### config.mk
export PLATFORM = sky130hd
export DESIGN_NAME = calendar_datetime_adder
export DESIGN_NICKNAME = d
export VERILOG_FILES = /design/src/rtl/core/cda_pkg.sv /design/src/rtl/core/cda_load_check.sv /design/src/rtl/core/cda_state_update.sv /design/src/rtl/core/cda_weekday.sv /design/src/rtl/core/calendar_datetime_adder.sv
export SDC_FILE = /design/constraint.sdc
export NUM_CORES = 1
export LEC_CHECK = 0
export ABC_CLOCK_PERIOD_IN_PS = 9100
export BUFFER_PORTS_ARGS = -buffer_cell sky130_fd_sc_hd__buf_4
export CAP_MARGIN = 20
export CELL_PAD_IN_SITES_DETAIL_PLACEMENT = 0
export CELL_PAD_IN_SITES_GLOBAL_PLACEMENT = 1
export CORE_MARGIN = 4
export CORE_UTILIZATION = 52
export CTS_CLUSTER_DIAMETER = 60
export DETAILED_ROUTE_END_ITERATION = 12
export PLACE_DENSITY_LB_ADDON = 0.1
export SYNTH_ARGS = -nofsm -noshare
export SYNTH_HDL_FRONTEND = slang
export SYNTH_SLANG_ARGS = --single-unit
### constraint.sdc
create_clock -name clk_i -period 9.1 [get_ports clk_i]
set_clock_uncertainty 0.1 [all_clocks]
set_input_delay 1.82 -clock clk_i [delete_from_list [all_inputs] [get_ports clk_i]]
set_output_delay 1.82 -clock clk_i [all_outputs]
set_load 0.05 [all_outputs]
### src/rtl/core/cda_pkg.sv
// shared types, constants and calendar helper functions for the date-time adder
package cda_pkg;

  localparam logic [13:0] YEAR_MAX = 14'd9999;

  // floor(x / 100) = (x * 5243) >> 19, exact for x below 43699
  localparam logic [12:0] DIV100_MUL   = 13'd5243;
  localparam int unsigned DIV100_SHIFT = 19;
  // floor(x / 7) = (x * 37450) >> 18, exact for x below 43693
  localparam logic [15:0] DIV7_MUL     = 16'd37450;
  localparam int unsigned DIV7_SHIFT   = 18;

  localparam logic [3:0] MONTH_JAN = 4'd1;
  localparam logic [3:0] MONTH_FEB = 4'd2;
  localparam logic [3:0] MONTH_MAR = 4'd3;
  localparam logic [3:0] MONTH_APR = 4'd4;
  localparam logic [3:0] MONTH_MAY = 4'd5;
  localparam logic [3:0] MONTH_JUN = 4'd6;
  localparam logic [3:0] MONTH_JUL = 4'd7;
  localparam logic [3:0] MONTH_AUG = 4'd8;
  localparam logic [3:0] MONTH_SEP = 4'd9;
  localparam logic [3:0] MONTH_OCT = 4'd10;
  localparam logic [3:0] MONTH_NOV = 4'd11;
  localparam logic [3:0] MONTH_DEC = 4'd12;

  typedef enum logic {
    ACT_LOAD = 1'b0,
    ACT_ADD  = 1'b1
  } action_e;

  typedef struct packed {
    logic [13:0] year;
    logic [3:0]  month;
    logic [4:0]  day;
    logic [4:0]  hour;
    logic [5:0]  minute;
    logic [5:0]  second;
  } datetime_t;

  typedef struct packed {
    action_e   action;
    datetime_t dt;
  } item_t;

  // checked transaction handed to the state update
  typedef struct packed {
    action_e   action;
    logic      time_ok;
    logic      load_ok;
    datetime_t dt;
    logic [6:0] mod100;
    logic [1:0] cent4;
  } check_t;

  typedef struct packed {
    datetime_t dt;
    logic      accepted;
  } result_t;

  typedef struct packed {
    result_t    res;
    logic [2:0] weekday;
  } out_t;

  // leap from year mod 4, year mod 100 and (year / 100) mod 4
  function automatic logic is_leap(input logic [1:0] mod4, input logic [6:0] mod100,
                                   input logic [1:0] cent4);
    return ((mod4 == 2'd0) && (mod100 != 7'd0)) || ((mod100 == 7'd0) && (cent4 == 2'd0));
  endfunction

  function automatic logic [4:0] days_in(input logic [3:0] month, input logic leap);
    if (month == MONTH_FEB) begin
      return leap ? 5'd29 : 5'd28;
    end else if (month inside {MONTH_APR, MONTH_JUN, MONTH_SEP, MONTH_NOV}) begin
      return 5'd30;
    end else if (month inside {[MONTH_JAN:MONTH_DEC]}) begin
      return 5'd31;
    end else begin
      return 5'd0;
    end
  endfunction

  // (31 * mm) / 12 with mm the month shifted to start in march
  function automatic logic [4:0] month_offset(input logic [3:0] month);
    logic [4:0] off;
    case (month)
      MONTH_JAN: off = 5'd28;
      MONTH_FEB: off = 5'd31;
      MONTH_MAR: off = 5'd2;
      MONTH_APR: off = 5'd5;
      MONTH_MAY: off = 5'd7;
      MONTH_JUN: off = 5'd10;
      MONTH_JUL: off = 5'd12;
      MONTH_AUG: off = 5'd15;
      MONTH_SEP: off = 5'd18;
      MONTH_OCT: off = 5'd20;
      MONTH_NOV: off = 5'd23;
      MONTH_DEC: off = 5'd25;
      default:   off = 5'd0;
    endcase
    return off;
  endfunction

endpackage

### src/rtl/core/cda_load_check.sv
// input register and validity check stage for load and add transactions
module cda_load_check import cda_pkg::*; (
  input  logic   clk_i,
  input  logic   rst_ni,
  input  logic   in_valid_i,
  output logic   in_ready_o,
  input  item_t  in_item_i,
  output logic   out_valid_o,
  input  logic   out_ready_i,
  output check_t out_chk_o
);

  logic   a_valid_q;
  item_t  a_item_q;
  logic   b_valid_q;
  check_t b_chk_q;
  logic   a_ready;
  logic   b_ready;
  check_t chk_d;

  logic [26:0] prod;
  logic [7:0]  cent;
  logic [13:0] cent_x100;
  logic [13:0] rem;
  logic        leap;
  logic [4:0]  dim;

  assign b_ready    = !b_valid_q || out_ready_i;
  assign a_ready    = !a_valid_q || b_ready;
  assign in_ready_o = a_ready;

  always_comb begin
    prod      = 27'(a_item_q.dt.year) * 27'(DIV100_MUL);
    cent      = 8'(prod >> DIV100_SHIFT);
    // cent * 100 as shifts
    cent_x100 = (14'(cent) << 6) + (14'(cent) << 5) + (14'(cent) << 2);
    rem       = a_item_q.dt.year - cent_x100;
    leap      = is_leap(a_item_q.dt.year[1:0], rem[6:0], cent[1:0]);
    dim       = days_in(a_item_q.dt.month, leap);

    chk_d.action  = a_item_q.action;
    chk_d.dt      = a_item_q.dt;
    chk_d.mod100  = rem[6:0];
    chk_d.cent4   = cent[1:0];
    chk_d.time_ok = (a_item_q.dt.hour < 5'd24) && (a_item_q.dt.minute < 6'd60) &&
                    (a_item_q.dt.second < 6'd60);
    chk_d.load_ok = chk_d.time_ok && (a_item_q.dt.year <= YEAR_MAX) &&
                    (a_item_q.dt.day != 5'd0) && (a_item_q.dt.day <= dim);
  end

  always_ff @(posedge clk_i or negedge rst_ni) begin
    if (!rst_ni) begin
      a_valid_q <= 1'b0;
      b_valid_q <= 1'b0;
    end else begin
      if (a_ready) begin
        a_valid_q <= in_valid_i;
      end
      if (b_ready) begin
        b_valid_q <= a_valid_q;
      end
    end
  end

  always_ff @(posedge clk_i) begin
    if (in_valid_i && a_ready) begin
      a_item_q <= in_item_i;
    end
    if (a_valid_q && b_ready) begin
      b_chk_q <= chk_d;
    end
  end

  assign out_valid_o = b_valid_q;
  assign out_chk_o   = b_chk_q;

endmodule

### src/rtl/core/cda_state_update.sv
// current date-time register with load and carry-ripple add, plus result register
module cda_state_update import cda_pkg::*; (
  input  logic    clk_i,
  input  logic    rst_ni,
  input  logic    in_valid_i,
  output logic    in_ready_o,
  input  check_t  in_chk_i,
  output logic    out_valid_o,
  input  logic    out_ready_i,
  output result_t out_res_o
);

  datetime_t cur_q;
  datetime_t cur_d;
  logic [6:0] m100_q;
  logic [6:0] m100_d;
  logic [1:0] c4_q;
  logic [1:0] c4_d;
  logic       res_valid_q;
  result_t    res_q;
  logic       acc;
  logic       advance;

  logic [6:0] sec_sum;
  logic [6:0] min_sum;
  logic [5:0] hour_sum;
  logic [5:0] day_sum;
  logic       carry_s;
  logic       carry_m;
  logic       carry_h;
  logic       carry_d;
  logic       carry_y;
  logic       cur_leap;
  logic [4:0] dim;
  datetime_t  add_dt;
  logic [6:0] add_m100;
  logic [1:0] add_c4;

  assign in_ready_o = !res_valid_q || out_ready_i;
  assign advance    = in_valid_i && in_ready_o;

  always_comb begin
    cur_leap = is_leap(cur_q.year[1:0], m100_q, c4_q);
    dim      = days_in(cur_q.month, cur_leap);

    sec_sum  = 7'(cur_q.second) + 7'(in_chk_i.dt.second);
    carry_s  = sec_sum >= 7'd60;
    min_sum  = 7'(cur_q.minute) + 7'(in_chk_i.dt.minute) + 7'(carry_s);
    carry_m  = min_sum >= 7'd60;
    hour_sum = 6'(cur_q.hour) + 6'(in_chk_i.dt.hour) + 6'(carry_m);
    carry_h  = hour_sum >= 6'd24;
    day_sum  = 6'(cur_q.day) + 6'(carry_h);
    carry_d  = day_sum > 6'(dim);
    carry_y  = carry_d && (cur_q.month == MONTH_DEC);

    add_dt.second = carry_s ? 6'(sec_sum - 7'd60) : sec_sum[5:0];
    add_dt.minute = carry_m ? 6'(min_sum - 7'd60) : min_sum[5:0];
    add_dt.hour   = carry_h ? 5'(hour_sum - 6'd24) : hour_sum[4:0];
    add_dt.day    = carry_d ? 5'd1 : day_sum[4:0];
    add_dt.month  = carry_y ? MONTH_JAN : (carry_d ? cur_q.month + 4'd1 : cur_q.month);
    add_dt.year   = carry_y ? cur_q.year + 14'd1 : cur_q.year;
    add_m100      = m100_q;
    add_c4        = c4_q;
    if (carry_y) begin
      add_m100 = (m100_q == 7'd99) ? 7'd0 : m100_q + 7'd1;
      add_c4   = (m100_q == 7'd99) ? c4_q + 2'd1 : c4_q;
    end
    // saturate at the end of the last representable year
    if (carry_y && (cur_q.year == YEAR_MAX)) begin
      add_dt.year   = YEAR_MAX;
      add_dt.month  = MONTH_DEC;
      add_dt.day    = 5'd31;
      add_dt.hour   = 5'd23;
      add_dt.minute = 6'd59;
      add_dt.second = 6'd59;
      add_m100      = m100_q;
      add_c4        = c4_q;
    end

    cur_d  = cur_q;
    m100_d = m100_q;
    c4_d   = c4_q;
    acc    = 1'b0;
    case (in_chk_i.action)
      ACT_LOAD: begin
        if (in_chk_i.load_ok) begin
          cur_d  = in_chk_i.dt;
          m100_d = in_chk_i.mod100;
          c4_d   = in_chk_i.cent4;
          acc    = 1'b1;
        end
      end
      ACT_ADD: begin
        if (in_chk_i.time_ok) begin
          cur_d  = add_dt;
          m100_d = add_m100;
          c4_d   = add_c4;
          acc    = 1'b1;
        end
      end
      default: begin
        acc = 1'b0;
      end
    endcase
  end

  always_ff @(posedge clk_i or negedge rst_ni) begin
    if (!rst_ni) begin
      cur_q.year   <= 14'd1;
      cur_q.month  <= MONTH_JAN;
      cur_q.day    <= 5'd1;
      cur_q.hour   <= 5'd0;
      cur_q.minute <= 6'd0;
      cur_q.second <= 6'd0;
      m100_q       <= 7'd1;
      c4_q         <= 2'd0;
      res_valid_q  <= 1'b0;
    end else begin
      if (advance) begin
        cur_q  <= cur_d;
        m100_q <= m100_d;
        c4_q   <= c4_d;
      end
      if (in_ready_o) begin
        res_valid_q <= in_valid_i;
      end
    end
  end

  always_ff @(posedge clk_i) begin
    if (advance) begin
      res_q.dt       <= cur_d;
      res_q.accepted <= acc;
    end
  end

  assign out_valid_o = res_valid_q;
  assign out_res_o   = res_q;

  a_month_range: assert property (@(posedge clk_i) disable iff (!rst_ni)
    (cur_q.month >= MONTH_JAN) && (cur_q.month <= MONTH_DEC))
    else $error("current month out of range");

  a_day_range: assert property (@(posedge clk_i) disable iff (!rst_ni)
    (cur_q.day != 5'd0) && (cur_q.day <= dim))
    else $error("current day outside month length");

  a_time_range: assert property (@(posedge clk_i) disable iff (!rst_ni)
    (cur_q.hour < 5'd24) && (cur_q.minute < 6'd60) && (cur_q.second < 6'd60))
    else $error("current time of day out of range");

  a_reject_holds: assert property (@(posedge clk_i) disable iff (!rst_ni)
    (advance && !acc) |=> ($stable(cur_q) && $stable(m100_q) && $stable(c4_q)))
    else $error("rejected transaction changed the date-time");

  a_leap_tracks_year: assert property (@(posedge clk_i) disable iff (!rst_ni)
    (advance && acc && (in_chk_i.action == ACT_ADD) && carry_y && (m100_q != 7'd99) &&
     (cur_q.year != YEAR_MAX)) |=> (m100_q == $past(m100_q) + 7'd1))
    else $error("year mod 100 tracking lost step");

endmodule

### src/rtl/core/cda_weekday.sv
// three-stage weekday pipeline whose last stage is the output register
module cda_weekday import cda_pkg::*; (
  input  logic    clk_i,
  input  logic    rst_ni,
  input  logic    in_valid_i,
  output logic    in_ready_o,
  input  result_t in_res_i,
  output logic    out_valid_o,
  input  logic    out_ready_i,
  output out_t    out_o
);

  logic       d_valid_q;
  result_t    d_res_q;
  logic [13:0] d_yy_q;
  logic [6:0] d_q100_q;
  logic [4:0] d_off_q;
  logic       e_valid_q;
  result_t    e_res_q;
  logic [14:0] e_sum_q;
  logic       f_valid_q;
  out_t       f_out_q;

  logic d_ready;
  logic e_ready;
  logic f_ready;

  logic        jan_feb;
  logic [13:0] yy_d;
  logic [26:0] prod100;
  logic [6:0]  q100_d;
  logic [14:0] sum_d;
  logic [30:0] prod7;
  logic [12:0] q7;
  logic [15:0] rem;

  assign f_ready    = !f_valid_q || out_ready_i;
  assign e_ready    = !e_valid_q || f_ready;
  assign d_ready    = !d_valid_q || e_ready;
  assign in_ready_o = d_ready;

  always_comb begin
    // january and february count as months of the previous year
    jan_feb = (in_res_i.dt.month == MONTH_JAN) || (in_res_i.dt.month == MONTH_FEB);
    yy_d    = in_res_i.dt.year + 14'd400 - 14'(jan_feb);
    prod100 = 27'(yy_d) * 27'(DIV100_MUL);
    q100_d  = 7'(prod100 >> DIV100_SHIFT);

    sum_d = 15'(d_res_q.dt.day) + 15'(d_yy_q) + 15'(d_yy_q >> 2) + 15'(d_off_q) +
            15'(d_q100_q >> 2) - 15'(d_q100_q);

    prod7 = 31'(e_sum_q) * 31'(DIV7_MUL);
    q7    = 13'(prod7 >> DIV7_SHIFT);
    rem   = 16'(e_sum_q) - ({q7, 3'b000} - 16'(q7));
  end

  always_ff @(posedge clk_i or negedge rst_ni) begin
    if (!rst_ni) begin
      d_valid_q <= 1'b0;
      e_valid_q <= 1'b0;
      f_valid_q <= 1'b0;
    end else begin
      if (d_ready) begin
        d_valid_q <= in_valid_i;
      end
      if (e_ready) begin
        e_valid_q <= d_valid_q;
      end
      if (f_ready) begin
        f_valid_q <= e_valid_q;
      end
    end
  end

  always_ff @(posedge clk_i) begin
    if (in_valid_i && d_ready) begin
      d_res_q  <= in_res_i;
      d_yy_q   <= yy_d;
      d_q100_q <= q100_d;
      d_off_q  <= month_offset(in_res_i.dt.month);
    end
    if (d_valid_q && e_ready) begin
      e_res_q <= d_res_q;
      e_sum_q <= sum_d;
    end
    if (e_valid_q && f_ready) begin
      f_out_q.res     <= e_res_q;
      f_out_q.weekday <= rem[2:0];
    end
  end

  assign out_valid_o = f_valid_q;
  assign out_o       = f_out_q;

  a_weekday_range: assert property (@(posedge clk_i) disable iff (!rst_ni)
    f_valid_q |-> (f_out_q.weekday < 3'd7))
    else $error("weekday out of range");

  a_stall_holds: assert property (@(posedge clk_i) disable iff (!rst_ni)
    (f_valid_q && !out_ready_i) |=> (f_valid_q && $stable(f_out_q)))
    else $error("output register changed while stalled");

  a_next_day: assert property (@(posedge clk_i) disable iff (!rst_ni)
    (e_valid_q && f_ready && f_valid_q && out_ready_i &&
     (e_res_q.dt.year == f_out_q.res.dt.year) && (e_res_q.dt.month == f_out_q.res.dt.month) &&
     (e_res_q.dt.day == f_out_q.res.dt.day + 5'd1) && (f_out_q.weekday != 3'd6))
    |=> (f_out_q.weekday == $past(f_out_q.weekday) + 3'd1))
    else $error("weekday of consecutive days does not step");

endmodule

### src/rtl/core/calendar_datetime_adder.sv
// top level of the gregorian date-time register with add, load and weekday output
//
//   channel | handshake               | payload
//   --------+-------------------------+------------------------------------------------
//   in      | in_valid_i / in_stall_o | action, year, month, day, hours, minutes, seconds
//   out     | out_valid_o/out_stall_i | out_year..out_second, weekday, accepted
//
// one transaction per cycle sustained while out_stall_i is low, through the stages below
// six register stages: input, check, date-time update, two weekday stages, output
// the update's carry logic reads its own register, so back-to-back adds chain correctly
// reset sets 0001-01-01 00:00:00 and empties every stage
// out_stall_i holds the output; stages behind it keep filling until each is occupied
module calendar_datetime_adder import cda_pkg::*; (
  input  logic        clk_i,
  input  logic        rst_ni,
  input  logic        in_valid_i,
  output logic        in_stall_o,
  input  logic        action_i,
  input  logic [13:0] year_i,
  input  logic [3:0]  month_i,
  input  logic [4:0]  day_i,
  input  logic [4:0]  hours_i,
  input  logic [5:0]  minutes_i,
  input  logic [5:0]  seconds_i,
  output logic        out_valid_o,
  input  logic        out_stall_i,
  output logic [13:0] out_year_o,
  output logic [3:0]  out_month_o,
  output logic [4:0]  out_day_o,
  output logic [4:0]  out_hour_o,
  output logic [5:0]  out_minute_o,
  output logic [5:0]  out_second_o,
  output logic [2:0]  weekday_o,
  output logic        accepted_o
);

  item_t   in_item;
  logic    in_ready;
  logic    chk_valid;
  logic    chk_ready;
  check_t  chk;
  logic    res_valid;
  logic    res_ready;
  result_t res;
  out_t    out_data;

  always_comb begin
    in_item.action    = action_e'(action_i);
    in_item.dt.year   = year_i;
    in_item.dt.month  = month_i;
    in_item.dt.day    = day_i;
    in_item.dt.hour   = hours_i;
    in_item.dt.minute = minutes_i;
    in_item.dt.second = seconds_i;
  end

  cda_load_check u_load_check (
    .clk_i       (clk_i),
    .rst_ni      (rst_ni),
    .in_valid_i  (in_valid_i),
    .in_ready_o  (in_ready),
    .in_item_i   (in_item),
    .out_valid_o (chk_valid),
    .out_ready_i (chk_ready),
    .out_chk_o   (chk)
  );

  cda_state_update u_state_update (
    .clk_i       (clk_i),
    .rst_ni      (rst_ni),
    .in_valid_i  (chk_valid),
    .in_ready_o  (chk_ready),
    .in_chk_i    (chk),
    .out_valid_o (res_valid),
    .out_ready_i (res_ready),
    .out_res_o   (res)
  );

  cda_weekday u_weekday (
    .clk_i       (clk_i),
    .rst_ni      (rst_ni),
    .in_valid_i  (res_valid),
    .in_ready_o  (res_ready),
    .in_res_i    (res),
    .out_valid_o (out_valid_o),
    .out_ready_i (!out_stall_i),
    .out_o       (out_data)
  );

  assign in_stall_o   = !in_ready;
  assign out_year_o   = out_data.res.dt.year;
  assign out_month_o  = out_data.res.dt.month;
  assign out_day_o    = out_data.res.dt.day;
  assign out_hour_o   = out_data.res.dt.hour;
  assign out_minute_o = out_data.res.dt.minute;
  assign out_second_o = out_data.res.dt.second;
  assign weekday_o    = out_data.weekday;
  assign accepted_o   = out_data.res.accepted;

endmodule
==> impl_metrics.py <==
metrics = {
    "run_status": {
        "status": "finished clean",
    },
    "sta": {
        "tns_ns": 0,
        "timing.fmax_mhz": 118,
        "maxSlewViolCount": 0,
        "setup_viol": 0,
        "post-route-period-util": 0.931,
        "worst-slew-pin-transition_ns": 1.02,
        "rsz0062_at_grt": "no",
        "period_needed_ns": 8.47,
        "hold_viol": 0,
        "relSlewSlack": 0.319,
    },
    "yosys": {
        "syn_area_um2": 24900,
        "synth_fa_ha_area_frac": 0.327,
        "synthArstFlopShare": 0.155,
        "synth_top_family_by_area": "adder cells",
        "synth_top_cell_by_area": "edfxtp_1",
        "yosys-top-cells-area": "edfxtp_1 (36%), ha_1 (18%), fa_1 (15%)",
        "synth_nets": 2651,
        "syn_area_per_cell_um2": 12.1,
        "synth_compound_gate_area_share": 0.0917,
        "synth-seq-cells": 354,
        "synthCells": 2064,
        "synthMuxAreaShare": 0.0124,
        "synth_top_area_share": 0.361,
        "synthXorXnorAreaFrac": 0.0297,
        "synth_edf_count": 299,
        "yosysSeqAreaShare": 0.416,
        "synth_ff_type": "edfxtp_1",
        "yosysWarnings": 0,
        "ys_types": 74,
        "yosys.area_share.simple": 0.0590,
    },
    "worst_setup_path": {
        "worstPathMaxFanout": 11,
        "critPathMostFrequentCell": "ha_1",
        "arrival_ns": 8.83,
        "critPathTopFamily": "adder cells",
        "worst_setup_path_end_kind": "flop",
        "crit_buf_inv": 5,
        "critPathRequiredTime_ns": 9.46,
        "cpPeakStageDelay_ns": 0.46,
        "cp_slowest_cell": "fa_1",
        "path_class": "flop to flop",
        "startpoint_type": "flop",
    },
    "clock_network": {
        "htreeDepth": 2,
        "cts_buffer_depth": 3,
        "insertion_delay_ns": 0.58,
        "path_clk_slew_ns": 0.06,
        "cts_tree": "built",
        "cts-root-buf": "clkbuf_16",
        "cts_sinks": 354,
        "cts_inserted_buffers": 44,
    },
    "layout": {
        "utilization": 0.597,
        "fill_cells": 3767,
        "syn_to_final_growth_pct": 12.6,
        "drive_gt1_frac": 0.108,
        "fin_nets": 2774,
        "final_cell_mix": "inv_1 (377), ha_1 (360), edfxtp_1 (299)",
        "final_common_cell": "inv_1",
    },
    "placed_design": {
        "dp.final_hpwl_um": 38900,
        "place_congestion": 0.893,
        "portBuffers": 90,
    },
    "drt": {
        "wire_per_inst_um": 17.7,
        "postRouteAntennaNets": 0,
        "drt_wl_total_um": 50100,
        "num_vias": 15200,
        "drc": 0,
        "routed_via_density": 5.37,
        "drtIter0Drc": 861,
        "first_pass_iters": 5,
    },
    "die": {
        "fp.dieH_um": 227,
        "die_area_um2": 51500,
        "num_io_pins": 91,
        "start_util": 0.530,
        "fp.coreArea_um2": 47000,
        "die_w_um": 227,
        "row_count": 79,
    },
    "grt": {
        "grt_pass1_vias": 16000,
        "grt_max_degree": 74,
        "grt_usage": 0.203,
        "overflow": 0,
        "grt_pass1_wl_um": 82900,
        "grt_antenna_before_repair": 0,
    },
    "flow_run": {
        "max_cap_violations": 0,
    },
    "worst_hold_path": {
        "hold_path.class": "flop to flop",
    },
}
==> timing repair <==
item / in CTS / in global routing
setup buffers: 0 / 1
endpoints found under the setup margin: 0 / 19
hold endpoints to repair: 0 / 0
resized for setup: 0 / 5
hold buffers: 0 / 0
==> cells in the mapped netlist, types with 7 or more instances <==
master	instances
xor2_1	21
dfrtp_1	51
nand4_1	13
edfxtp_1	299
xnor2_1	61
a21o_1	26
nor2b_1	11
nand3_1	34
a31oi_1	11
a41oi_1	7
a22oi_1	19
nor2_1	52
inv_1	377
clkbuf_1	24
and3_1	19
o22ai_1	18
nand2_1	91
fa_1	182
mux2_2	15
nand2b_1	22
nor3_1	23
a221o_1	10
o31ai_1	8
o21ai_1	17
or3_1	8
o211ai_1	14
mux2i_1	14
o21ai_0	58
a21oi_1	68
a211oi_1	8
o21bai_1	7
o21a_1	9
ha_1	360
buf_2	9
==> cells by family (layout without fill, tap and decap cells) <==
family | Yosys count | in the layout
other cells | 0 | 1
fa+ha+maj | 542 | 542
buf+inv | 420 | 579
xor+xnor | 83 | 83
flops | 354 | 354
simple gates | 300 | 300
compound gates | 336 | 336
mux | 29 | 29
==> stage by stage <==
step	cells	cell area (um2)	hold slack (ns)	setup WS, ns
2_1_floorplan	2064	24900	0.300	1.44
3_3_place_gp	2747	26400	0.301	0.753
3_5_place_dp	2747	26400	0.305	0.488
4_1_cts	2829	28000	0.313	0.436
5_1_grt	2830	28000	0.320	0.0150
6_report	2831	28000	0.313	0.629
==> metal layers <==
metal,GRT usage,vias to the layer above,wire [um]
li1,-,7447,-
met1,0.279,7390,22600
met2,0.334,287,23900
met3,0.0382,75,2270
met4,0.0546,0,1280
met5,0,-,0
==> final cells by class <==
class	count	area [um2]	share of cell area
repair buffers	115	863	0.0308
multi-input cells	1290	13000	0.464
flip-flops and latches	354	10400	0.370
clock inverters	32	457	0.0163
clock buffers	50	1150	0.0412
well taps	607	759	0.0271
inverters	382	1430	0.0511
diodes	1	2.50	0.0000893
==> path summary, 6_finish.rpt <==
| path | slack (ns) | from | end | depth (start not counted) |
|---|---|---|---|---|
| setup reg to reg | 0.63 | u_load_check.out_chk_o[9] | u_state_update.cur_q[11] | 38 |
| min in group asynchronous | 1.24 | rst_ni | u_state_update.cur_q[13] | 1 |
| setup / recovery | 0.63 | u_load_check.out_chk_o[9] | u_state_update.cur_q[11] | 38 |
| hold reg to reg | 0.31 | u_weekday.d_res_q[24] | u_weekday.e_res_q[24] | 0 |
| max in group asynchronous | 7.08 | rst_ni | u_load_check.a_valid_q | 1 |
| hold / removal | 0.31 | u_weekday.d_res_q[24] | u_weekday.e_res_q[24] | 0 |
==> registers in the layout, indices dropped and copies added (netlist names), 2 cells and up <==
name	flops
u_weekday.d_q100_q	7
u_weekday.e_res_q	41
u_weekday.d_res_q	41
u_state_update.out_res_o	41
u_state_update.m100_q	7
u_weekday.out_o	44
u_load_check.out_chk_o	50
u_weekday.d_off_q	5
u_weekday.e_sum_q	15
u_load_check.a_item_q	41
u_weekday.d_yy_q	14
u_state_update.cur_q	40
u_state_update.c4_q	2
Power is not shown: default switching activity piles up to over one toggle a cycle in this logic, so the estimate is an artifact.
